<file path="src/rtl/tpsb_pkg.sv">
`default_nettype none
package tpsb_pkg;

    localparam int MaxBeamsDefault = 256;
    localparam int CordicSteps     = 24;

    localparam logic [2:0] RegSensorX  = 3'd0;
    localparam logic [2:0] RegSensorY  = 3'd1;
    localparam logic [2:0] RegMinAngle = 3'd2;
    localparam logic [2:0] RegMaxAngle = 3'd3;
    localparam logic [2:0] RegMinDist  = 3'd4;
    localparam logic [2:0] RegMaxDist  = 3'd5;
    localparam logic [2:0] RegAngRes   = 3'd6;

    typedef enum logic [2:0] {
        ST_IDLE,
        ST_SETUP,
        ST_SQUARE,
        ST_CORDIC,
        ST_SQRT,
        ST_DIVIDE,
        ST_OUTPUT
    } t_state;

    // Commands from the controller to the datapath.
    typedef struct packed {
        logic load;
        logic setup;
        logic square;
        logic cordic;
        logic sqrt_step;
        logic div_step;
        logic finish;
    } t_cmd;

    // Status back to the controller.
    typedef struct packed {
        logic keep;
    } t_status;

    function automatic logic [31:0] atan_entry(input logic [4:0] i);
        logic [31:0] v;
        begin
            case (i)
                5'd0:  v = 32'h20000000;
                5'd1:  v = 32'h12E4051E;
                5'd2:  v = 32'h09FB385B;
                5'd3:  v = 32'h051111D4;
                5'd4:  v = 32'h028B0D43;
                5'd5:  v = 32'h0145D7E1;
                5'd6:  v = 32'h00A2F61E;
                5'd7:  v = 32'h00517C55;
                5'd8:  v = 32'h0028BE53;
                5'd9:  v = 32'h00145F2F;
                5'd10: v = 32'h000A2F98;
                5'd11: v = 32'h000517CC;
                5'd12: v = 32'h00028BE6;
                5'd13: v = 32'h000145F3;
                5'd14: v = 32'h0000A2FA;
                5'd15: v = 32'h0000517D;
                5'd16: v = 32'h000028BE;
                5'd17: v = 32'h0000145F;
                5'd18: v = 32'h00000A30;
                5'd19: v = 32'h00000518;
                5'd20: v = 32'h0000028C;
                5'd21: v = 32'h00000146;
                5'd22: v = 32'h000000A3;
                5'd23: v = 32'h00000051;
                default: v = 32'h0;
            endcase
            return v;
        end
    endfunction

endpackage
`default_nettype wire

</file>
<file path="src/rtl/tpsb_ctrl.sv">
`default_nettype none
module tpsb_ctrl
    import tpsb_pkg::*;
(
    input  wire logic    i_clk,
    input  wire logic    i_rst_n,
    input  wire logic    i_in_valid,
    output logic         o_in_ready,
    input  wire logic    i_out_ready,
    output logic         o_out_valid,
    input  wire t_status i_status,
    output t_cmd         o_cmd
);

    t_state     r_state, n_state;
    logic [4:0] r_cnt, n_cnt;
    logic       r_out_valid, n_out_valid;

    always_ff @(posedge i_clk) begin
        if (!i_rst_n) begin
            r_state     <= ST_IDLE;
            r_cnt       <= '0;
            r_out_valid <= 1'b0;
        end else begin
            r_state     <= n_state;
            r_cnt       <= n_cnt;
            r_out_valid <= n_out_valid;
        end
    end

    assign o_out_valid = r_out_valid;

    always_comb begin
        n_state     = r_state;
        n_cnt       = r_cnt;
        n_out_valid = r_out_valid;
        o_cmd       = '0;
        o_in_ready  = 1'b0;
        if (r_out_valid && i_out_ready) begin
            n_out_valid = 1'b0;
        end
        case (r_state)
            ST_IDLE: begin
                o_in_ready = 1'b1;
                if (i_in_valid) begin
                    o_cmd.load = 1'b1;
                    n_state    = ST_SETUP;
                end
            end
            ST_SETUP: begin
                o_cmd.setup = 1'b1;
                n_state     = ST_SQUARE;
            end
            ST_SQUARE: begin
                o_cmd.square = 1'b1;
                n_cnt        = '0;
                n_state      = ST_CORDIC;
            end
            ST_CORDIC: begin
                o_cmd.cordic = 1'b1;
                n_cnt        = r_cnt + 5'd1;
                if (r_cnt == 5'(CordicSteps - 1)) begin
                    n_cnt   = '0;
                    n_state = ST_SQRT;
                end
            end
            ST_SQRT: begin
                // One step per bit pair of the 34-bit radicand.
                o_cmd.sqrt_step = 1'b1;
                n_cnt           = r_cnt + 5'd1;
                if (r_cnt == 5'd16) begin
                    n_cnt   = '0;
                    n_state = ST_DIVIDE;
                end
            end
            ST_DIVIDE: begin
                o_cmd.div_step = 1'b1;
                n_cnt          = r_cnt + 5'd1;
                if (r_cnt == 5'd17) begin
                    n_cnt   = '0;
                    n_state = ST_OUTPUT;
                end
            end
            ST_OUTPUT: begin
                if (!r_out_valid || i_out_ready) begin
                    o_cmd.finish = 1'b1;
                    n_out_valid  = i_status.keep;
                    n_state      = ST_IDLE;
                end
            end
            default: n_state = ST_IDLE;
        endcase
    end

endmodule
`default_nettype wire

</file>
<file path="config.mk">
export PLATFORM = sky130hd
export DESIGN_NAME = tpsb_ctrl
export DESIGN_NICKNAME = d
export VERILOG_FILES = /design/src/rtl/tpsb_pkg.sv /design/src/rtl/tpsb_ctrl.sv
export SDC_FILE = /design/constraint.sdc
export NUM_CORES = 1
export LEC_CHECK = 0
export ABC_CLOCK_PERIOD_IN_PS = 1850
export BUFFER_PORTS_ARGS = -buffer_cell sky130_fd_sc_hd__buf_2
export CAP_MARGIN = 20
export CORE_MARGIN = 2
export CORE_UTILIZATION = 41
export DETAILED_ROUTE_END_ITERATION = 7
export GPL_TIMING_DRIVEN = 0
export PLACE_DENSITY_LB_ADDON = 0.25
export SLEW_MARGIN = 5
export SYNTH_ARGS = -nofsm -noshare
export SYNTH_HDL_FRONTEND = slang
export SYNTH_SLANG_ARGS = --single-unit
export TNS_END_PERCENT = 100
</file>
<file path="constraint.sdc">
create_clock -name i_clk -period 1.85 [get_ports i_clk]
set_input_delay 0.0925 -clock i_clk [delete_from_list [all_inputs] [get_ports i_clk]]
set_output_delay 0.0925 -clock i_clk [all_outputs]
set_load 0.05 [all_outputs]
</file>
# Word-level counts from Yosys, hierarchy flattened
# Cells that the tools add are included.
# word_totals
regBits	9
input_bits	5
output_inout_bits	9
word_cells	47
# op_classes
addsub	1
n_eq_ne	14
n_mux	23
reduce_logical	6
# op_table
operator	n
$pmux W3 S7	1
$pmux W5 S4	1
$eq A5 B5 Y1 const B	3
$mux W3	5
$mux W5	3
$mux W1	13
$ne A2 B2 Y1 const B	5
$eq A3 B3 Y1 const B	3
$eq A3 B2 Y1 const B	2
$add A5 B1 Y5 const B	1
$reduce_and A5 Y1	1
$reduce_bool A4 Y1	1
$eq A3 B1 Y1 const B	1
$logic_not A3 Y1	1
$logic_and A1 B1 Y1	1
$logic_not A1 Y1	1
$logic_or A1 B1 Y1	1

# Longest topological paths before layout
# Gate-level depths: netlist (run 1).
# depth
ltp_word	4
mapped_depth	6
mapped_depth_nobuf	6

# Least setup slack after synthesis (run 1)
# No wires, ideal clock.
# synth_timing
path_kind	register to output
from	register r_state[1]
to	output o_cmd[6] (netlist name)
arrival_time_ns	2.216
t_required_ns	1.757
slack_ns	-0.459
path_stages_with_launch	4
n_path_buf	1
path_cell_list	dfxtp_1 -> clkbuf_1 -> nor3_1 -> and2_1
# synth_lines
item	line_no	text
from (decl)	tpsb_ctrl.sv:15	t_state r_state, n_state;
from (signal assigned)	tpsb_ctrl.sv:25	r_state <= n_state;
to (decl)	tpsb_ctrl.sv:12	output t_cmd o_cmd

# Final worst setup path (run 1)
# layout_timing
from	register r_cnt[0]
to	register r_state[1]
# layout_between
elab_chain_cells	3
elab_cells_between_ends	7
classes_between	eq/ne (6); reduce/logical (1)
# layout_rtl
item	line_no	text
from (decl)	tpsb_ctrl.sv:16	logic [4:0] r_cnt, n_cnt;
from (signal assigned)	tpsb_ctrl.sv:26	r_cnt <= n_cnt;
$eq A5 B5 Y1 (on tied branches)	tpsb_ctrl.sv:79, tpsb_ctrl.sv:62, tpsb_ctrl.sv:71	
$ne A2 B2 Y1 (no source line)	n/a	
$reduce_and A5 Y1 (no source line) *	n/a	
# Every way passes the cells marked *; elsewhere a longest branch is shown, timed or not.
# A chain may end at the register's enable or synchronous reset.

==> run_results.csv, run 1 <==
group,metric,value,unit
sta,rsz0062_at_grt,"no",
worst_setup_path,path_class,"flop to flop",
logic_synthesis,syn-num-nets,88,
worst_setup_path,sequence_of_cells_on_the_critical_path,"inv_1 > ha_1 > mux2i_1 > or4b_4 > a211o_1 > a21oi_1",
floorplan,die-area,1800,sq um
sta,post-route-period-util,91.2,%
job,cap_violations,0,
worst_setup_path,required,2.05,ns
placement,post-place-ws,0.108,ns
sta,timing.clock.skew,0.00323,ns
finish,fin_nets,106,
floorplan,die_width,42.4,microns
power_and_ir_drop,power_per_cell_area,665,nW/um^2
worst_hold_path,worst_hold_path_type,"input pin to flop",
worst_hold_path,min-delay-start,"i_status",
finish,synthToLayoutAreaGrowth,20.5,%
finish,diodes,0,
power_and_ir_drop,power.share.switching,35.2,%
routing,drc,0,
routing,postRouteWirelength,1410,microns
finish,fin_util,54.7,%
grt,grt_pass1_vias,569,
sta,setup_total_negative_slack,0,ns
sta,timing.slew.headroom,73.4,%
worst_setup_path,setup.reg_to_reg.worst_slack,0.16,ns
clock_network,deepest_clock_path_buffer_count,2,
finish,most-common-layout-cells,"sky130_fd_sc_hd__buf_2 (14), sky130_fd_sc_hd__nor2_1 (9), sky130_fd_sc_hd__dfxtp_1 (9)",
worst_setup_path,crit_family,"simple AND/OR/NAND/NOR gates",
power_and_ir_drop,comb_power_share,24.2,%
worst_setup_path,crit_path_start_kind,"flop",
logic_synthesis,syn_area,606,sq um
clock_network,h-tree-depth,1,
sta,postLayoutSetupSlackWorst,0.162,ns
floorplan,io_pins,14,
logic_synthesis,synth_seq_cells,9,
clock_network,clk-insertion-delay-late,0.27,ns
placement,globalplace.congestion,0.823,
power_and_ir_drop,ir_worst_vdd,0.000339,V
grt,grt_antenna_before_repair,0,
status,run_status,"completed",
placement,dp.final_hpwl,1050,microns
power_and_ir_drop,clock_power_share,33.6,%
worst_setup_path,timing.rr.start,"r_cnt[0]$_SDFFE_PN0P_",
sta,max_freq,0.592,GHz
power_and_ir_drop,finalPower,0.485,mW
floorplan,core_area,1330,sq um
routing,detail_route.wl_per_cell,12.6,microns
finish,most_frequent_standard_cell_in_the_layout_excluding_fill_and_tap_cells,"sky130_fd_sc_hd__buf_2",
placement,dpl_cell_area,699,sq um
placement,place_inst,108,
power_and_ir_drop,leakage,0.317,nW
power_and_ir_drop,intPower,0.315,mW
worst_setup_path,worst_ep_arrival_time,1.89,ns
logic_synthesis,ys_warn_count,0,
routing,dr.first_iter.drc_count,18,
grt,globalRouteTotalUtil,17.7,%
worst_setup_path,slowest_stage,"sky130_fd_sc_hd__or4b_4",
logic_synthesis,postSynthCellCount,80,
power_and_ir_drop,sequentialPowerShare,42.2,%
power_and_ir_drop,p_switching,0.171,mW
clock_network,post-cts-setup-buffers,0,
sta,timing_hold_violations_final,0,
grt,grt_start_max_net_pins,11,
finish,layoutNonFillerInstCount,112,
logic_synthesis,synth_cell_types,31,
clock_network,cts_tree,"done",
routing,avgViaCountPerCell,5.78,
sta,worst_hold_slack,0.0525,ns
sta,finalCriticalPeriod,1.69,ns
grt,remaining_global_route_overflow,0,
floorplan,floorplan.initialDensity,45.4,%
logic_synthesis,synth.yosys.seq_area_share,29.8,%
grt,grt_pass1_wl,2450,microns
routing,via_count,647,
routing,antenna_left,0,
worst_setup_path,worst-path-buf-inv,1,
floorplan,die_height,42.4,microns
finish,final_layout_size_suffix_gt1_share,24.7,%
worst_setup_path,critPathLaunch,"r_cnt[0]$_SDFFE_PN0P_",
finish,finalInstanceArea,729,sq um
worst_setup_path,critical_path.max_fanout,5,
sta,setup-violations-final,0,
routing,drt_pass1_iterations,4,
floorplan,placementRows,13,
sta,tightestPinTransition,0.396,ns
placement,io_buffer_count,13,
worst_setup_path,cp_slowest_stage_delay,0.52,ns
logic_synthesis,avgSynthCellArea,7.57,sq um
clock_network,clock_net_sink_count,9,
clock_network,ctsRootBufferMaster,"sky130_fd_sc_hd__clkbuf_4",
clock_network,cts_made_buffers,3,
sta,timing.final.max_slew_violations,0,
clock_network,worst_setup_hold_path_clk_slew,0.07,ns
worst_setup_path,endpoint_kind,"flop",
==> final cells by class <==
class	count	area [sq um]
fill	131	604
multi-input combinational	63	408
sequential	9	180
timing repair buffer	13	65.1
clock buffer	4	26.3
inverter	5	18.8
tap	15	18.8
buffer	3	12.5
==> worst register-to-register path: stages (launching register included) <==
cell,delay (ns)
sky130_fd_sc_hd__dfxtp_1,0.35
sky130_fd_sc_hd__inv_1,0.09
sky130_fd_sc_hd__ha_1,0.14
sky130_fd_sc_hd__mux2i_1,0.07
sky130_fd_sc_hd__or4b_4,0.52
sky130_fd_sc_hd__a211o_1,0.31
sky130_fd_sc_hd__a21oi_1,0.14
==> worst paths after layout <==
check / depth (start not counted) / to
max: 6 / r_state[1]$_SDFFE_PN0P_
min: 3 / o_out_valid$_SDFF_PN0_
max reg2reg: 6 / r_state[1]$_SDFFE_PN0P_
min reg2reg: 2 / r_cnt[0]$_SDFFE_PN0P_
==> kinds of logic (layout without fill, tap and decap cells) <==
family          after synthesis  after routing  synth area share, %
simple gates                 37             37                 32.0
compound gates               21             21                 23.6
flops                         9              9                 29.8
buf+inv                       8             25                 5.17
fa+ha+maj                     3              3                 6.20
mux                           2              2                 3.31
==> routing by layer <==
metal	vias to the layer above	wire [microns]	share of wire [%]	GRT usage [%]
li1	323	-	-	-
met1	291	633	45	22.8
met2	28	644	46	27.1
met3	5	91	6.5	3.88
met4	0	39	2.8	9.38
met5	-	0	0	0
==> registers in the layout, indices dropped and copies added (netlist names) <==
name / count
r_state: 3
r_cnt: 5
o_out_valid: 1
==> synthesized netlist by cell type <==
cell | number | share of area [%]
sky130_fd_sc_hd__o2bb2ai_1 | 1 | 1.4
sky130_fd_sc_hd__or4b_4 | 1 | 2.3
sky130_fd_sc_hd__nand3_1 | 3 | 2.5
sky130_fd_sc_hd__or3_1 | 1 | 1.0
sky130_fd_sc_hd__dfxtp_1 | 9 | 30
sky130_fd_sc_hd__ha_1 | 3 | 6.2
sky130_fd_sc_hd__o21ba_2 | 1 | 1.7
sky130_fd_sc_hd__and2_1 | 1 | 1.0
sky130_fd_sc_hd__o22ai_1 | 2 | 2.1
sky130_fd_sc_hd__nand4_1 | 2 | 2.1
sky130_fd_sc_hd__nor2_1 | 9 | 5.6
sky130_fd_sc_hd__and4b_1 | 1 | 1.7
sky130_fd_sc_hd__o211ai_1 | 1 | 1.2
sky130_fd_sc_hd__nand2b_1 | 3 | 3.1
sky130_fd_sc_hd__a22oi_1 | 1 | 1.2
sky130_fd_sc_hd__nor2b_1 | 3 | 3.1
sky130_fd_sc_hd__o32ai_1 | 1 | 1.4
sky130_fd_sc_hd__a31oi_1 | 1 | 1.0
sky130_fd_sc_hd__a32oi_1 | 1 | 1.4
sky130_fd_sc_hd__or3b_2 | 1 | 1.4
sky130_fd_sc_hd__a21o_1 | 1 | 1.2
sky130_fd_sc_hd__inv_1 | 5 | 3.1
sky130_fd_sc_hd__mux2i_1 | 2 | 3.3
sky130_fd_sc_hd__nand2_1 | 8 | 5.0
sky130_fd_sc_hd__clkbuf_1 | 2 | 1.2
sky130_fd_sc_hd__nor3_1 | 4 | 3.3
sky130_fd_sc_hd__o21ai_0 | 2 | 1.7
sky130_fd_sc_hd__a211o_1 | 1 | 1.4
sky130_fd_sc_hd__a21oi_1 | 7 | 5.8
sky130_fd_sc_hd__o221a_2 | 1 | 1.9
sky130_fd_sc_hd__buf_2 | 1 | 0.83
==> what timing repair did <==
item,4_1_cts,5_1_grt
hold buffers,0,0
resized for setup,0,1
setup endpoints to repair,0,2
==> power groups by stage <==
stage,Sequential [mW],Clock (mW),Combinational [mW]
after detailed placement,0.210,0,0.117
after global routing,0.207,0.175,0.126
final,0.205,0.163,0.117
after CTS,0.205,0.163,0.117
after floorplan,0.208,0,0.0893
after global placement,0.210,0,0.115
Power figures use the tool's default switching activity.
==> run 2, diff against run 1 <==
Settings changed: CORE_UTILIZATION 41 to 45, PLACE_DENSITY set to 0.69, PLACE_DENSITY_LB_ADDON 0.25 to not set.
==> run 2 against run 1 <==
Sequential power hardly changed; cell count stayed put; critical path type unchanged; via count is 2.5% lower; global-route usage is 2.9 points higher.
==> run_results.csv, run 2 (synthesis results as in run 1) <==
group,metric,value,unit
status,run_status,"completed",
finish,sequential_cell_area,180,sq um
sta,timing_hold_violations_final,0,
finish,final_layout_size_suffix_gt1_share,24.7,%
finish,n_fill_cell,123,
clock_network,cts_made_buffers,3,
floorplan,io_pins,14,
finish,flip_flop_count_of_the_largest_register_all_copies_and_words_added,5,
sta,max_freq,0.593,GHz
finish,fin_util,56.8,%
sta,setup-violations-final,0,
finish,multi_input_area,408,sq um
worst_setup_path,critical_path.max_fanout,5,
clock_network,ctsRootBufferMaster,"sky130_fd_sc_hd__clkbuf_4",
clock_network,clock_net_sink_count,9,
clock_network,cts_tree,"done",
routing,avgViaCountPerCell,5.63,
power_and_ir_drop,power_per_cell_area,656,nW/um^2
placement,post-place-ws,0.100,ns
worst_setup_path,sequence_of_cells_on_the_critical_path,"inv_1 > ha_1 > mux2i_1 > or4b_4 > a21oi_2 > mux2i_1",
floorplan,floorplan.initialDensity,47.1,%
routing,dr.first_iter.drc_count,9,
sta,setup_total_negative_slack,0,ns
worst_setup_path,required,2.04,ns
finish,register_containing_the_most_flip_flops_in_the_final_layout,"r_cnt",
clock_network,post-cts-setup-buffers,0,
worst_setup_path,crit_path_start_kind,"flop",
worst_setup_path,slowest_stage,"sky130_fd_sc_hd__or4b_4",
routing,drt_pass1_iterations,4,
floorplan,die_height,40.7,microns
placement,dp.final_hpwl,1050,microns
clock_network,worst_setup_hold_path_clk_slew,0.06,ns
placement,io_buffer_count,13,
grt,remaining_global_route_overflow,0,
clock_network,h-tree-depth,1,
finish,synthToLayoutAreaGrowth,20.5,%
grt,globalRouteTotalUtil,20.5,%
routing,drc,0,
clock_network,clk-insertion-delay-late,0.26,ns
job,cap_violations,0,
finish,most-common-layout-cells,"sky130_fd_sc_hd__buf_2 (14), sky130_fd_sc_hd__nor2_1 (9), sky130_fd_sc_hd__dfxtp_1 (9)",
floorplan,die-area,1660,sq um
worst_hold_path,worst_hold_path_type,"input pin to flop",
worst_setup_path,crit_path_frequent_cell,"sky130_fd_sc_hd__mux2i_1",
power_and_ir_drop,ir_worst_vdd,0.000374,V
finish,fin_nets,106,
floorplan,placementRows,13,
grt,grt_antenna_before_repair,0,
sta,rsz0062_at_grt,"no",
sta,finalCriticalPeriod,1.69,ns
sta,timing.clock.skew,0.000509,ns
worst_setup_path,cp_slowest_stage_delay,0.52,ns
floorplan,core_area,1280,sq um
routing,postRouteWirelength,1340,microns
worst_setup_path,path_class,"flop to flop",
sta,timing.slew.headroom,71.1,%
floorplan,die_width,40.7,microns
placement,globalplace.congestion,0.836,
grt,grt_pass1_vias,531,
routing,detail_route.wl_per_cell,12.0,microns
sta,tightestPinTransition,0.430,ns
grt,grt_pass1_wl,2260,microns
grt,grt_start_max_net_pins,11,
finish,most_frequent_standard_cell_in_the_layout_excluding_fill_and_tap_cells,"sky130_fd_sc_hd__buf_2",
sta,post-route-period-util,91.1,%
worst_setup_path,worst_ep_arrival_time,1.88,ns
power_and_ir_drop,leakage,0.317,nW
worst_setup_path,endpoint_kind,"flop",
sta,timing.final.max_slew_violations,0,
routing,via_count,631,
routing,antenna_left,0,
sta,postLayoutSetupSlackWorst,0.165,ns
clock_network,deepest_clock_path_buffer_count,2,
finish,diodes,0,
## run 2: cell counts in the layout (fill, tap and decap cells not counted)
No cell type changed its count.
## run 2: cell type report
cell class                      instances  share of cell area (%)
Sequential cell                         9                    24.7
Buffer                                  3                    1.72
Multi-Input combinational cell         63                    55.9
Inverter                                5                    2.57
Clock buffer                            4                    3.60
Timing Repair Buffer                   13                    8.92
Tap cell                               15                    2.57
## run 2: report_power, final
group | internal [mW] | switching [mW]
registers | 0.199 | 0.00585
clock network | 0.0834 | 0.0736
logic | 0.0317 | 0.0844
## run 2: routing by layer
| metal | global-route usage [%] | wire length [microns] |
|---|---|---|
| met5 | 0 | 0 |
| met3 | 3.26 | 53 |
| met1 | 27.5 | 643 |
| met4 | 8.33 | 15 |
| met2 | 32.5 | 627 |
## run 2: critical path, delay by kind of cell (launching register included)
| family | cells | cell delay (ns) |
|---|---|---|
| simple gates | 1 | 0.52 |
| flops | 1 | 0.35 |
| compound gates | 1 | 0.24 |
| buf+inv | 1 | 0.09 |
| mux | 2 | 0.28 |
| fa+ha+maj | 1 | 0.14 |
## run 2: worst paths after layout
check | startpoint | endpoint | slack [ns] | cells after the start
worst max-delay path | r_cnt[0]$_SDFFE_PN0P_ | r_state[0]$_SDFFE_PN0P_ | 0.16 | 6
worst min-delay path | i_status | o_out_valid$_SDFF_PN0_ | 0.06 | 3
worst max register to register | r_cnt[0]$_SDFFE_PN0P_ | r_state[0]$_SDFFE_PN0P_ | 0.16 | 6
worst min register to register | r_cnt[0]$_SDFFE_PN0P_ | r_cnt[0]$_SDFFE_PN0P_ | 0.53 | 2
## run 2: per-stage QoR
stage	std cells	total power, mW	hold slack (ns)	instance area (sq um)
floorplan	80	0.297	0.233	616
global placement	108	0.325	0.328	699
detailed placement	108	0.325	0.337	699
CTS	112	0.478	0.0661	726
global route	112	0.495	0.0964	729
finish	112	0.478	0.0596	729
## run 2: repair_timing
item,4_1_cts,5_1_grt
hold buffers,0,0
resized for setup,0,1
endpoints found under the setup margin,0,2
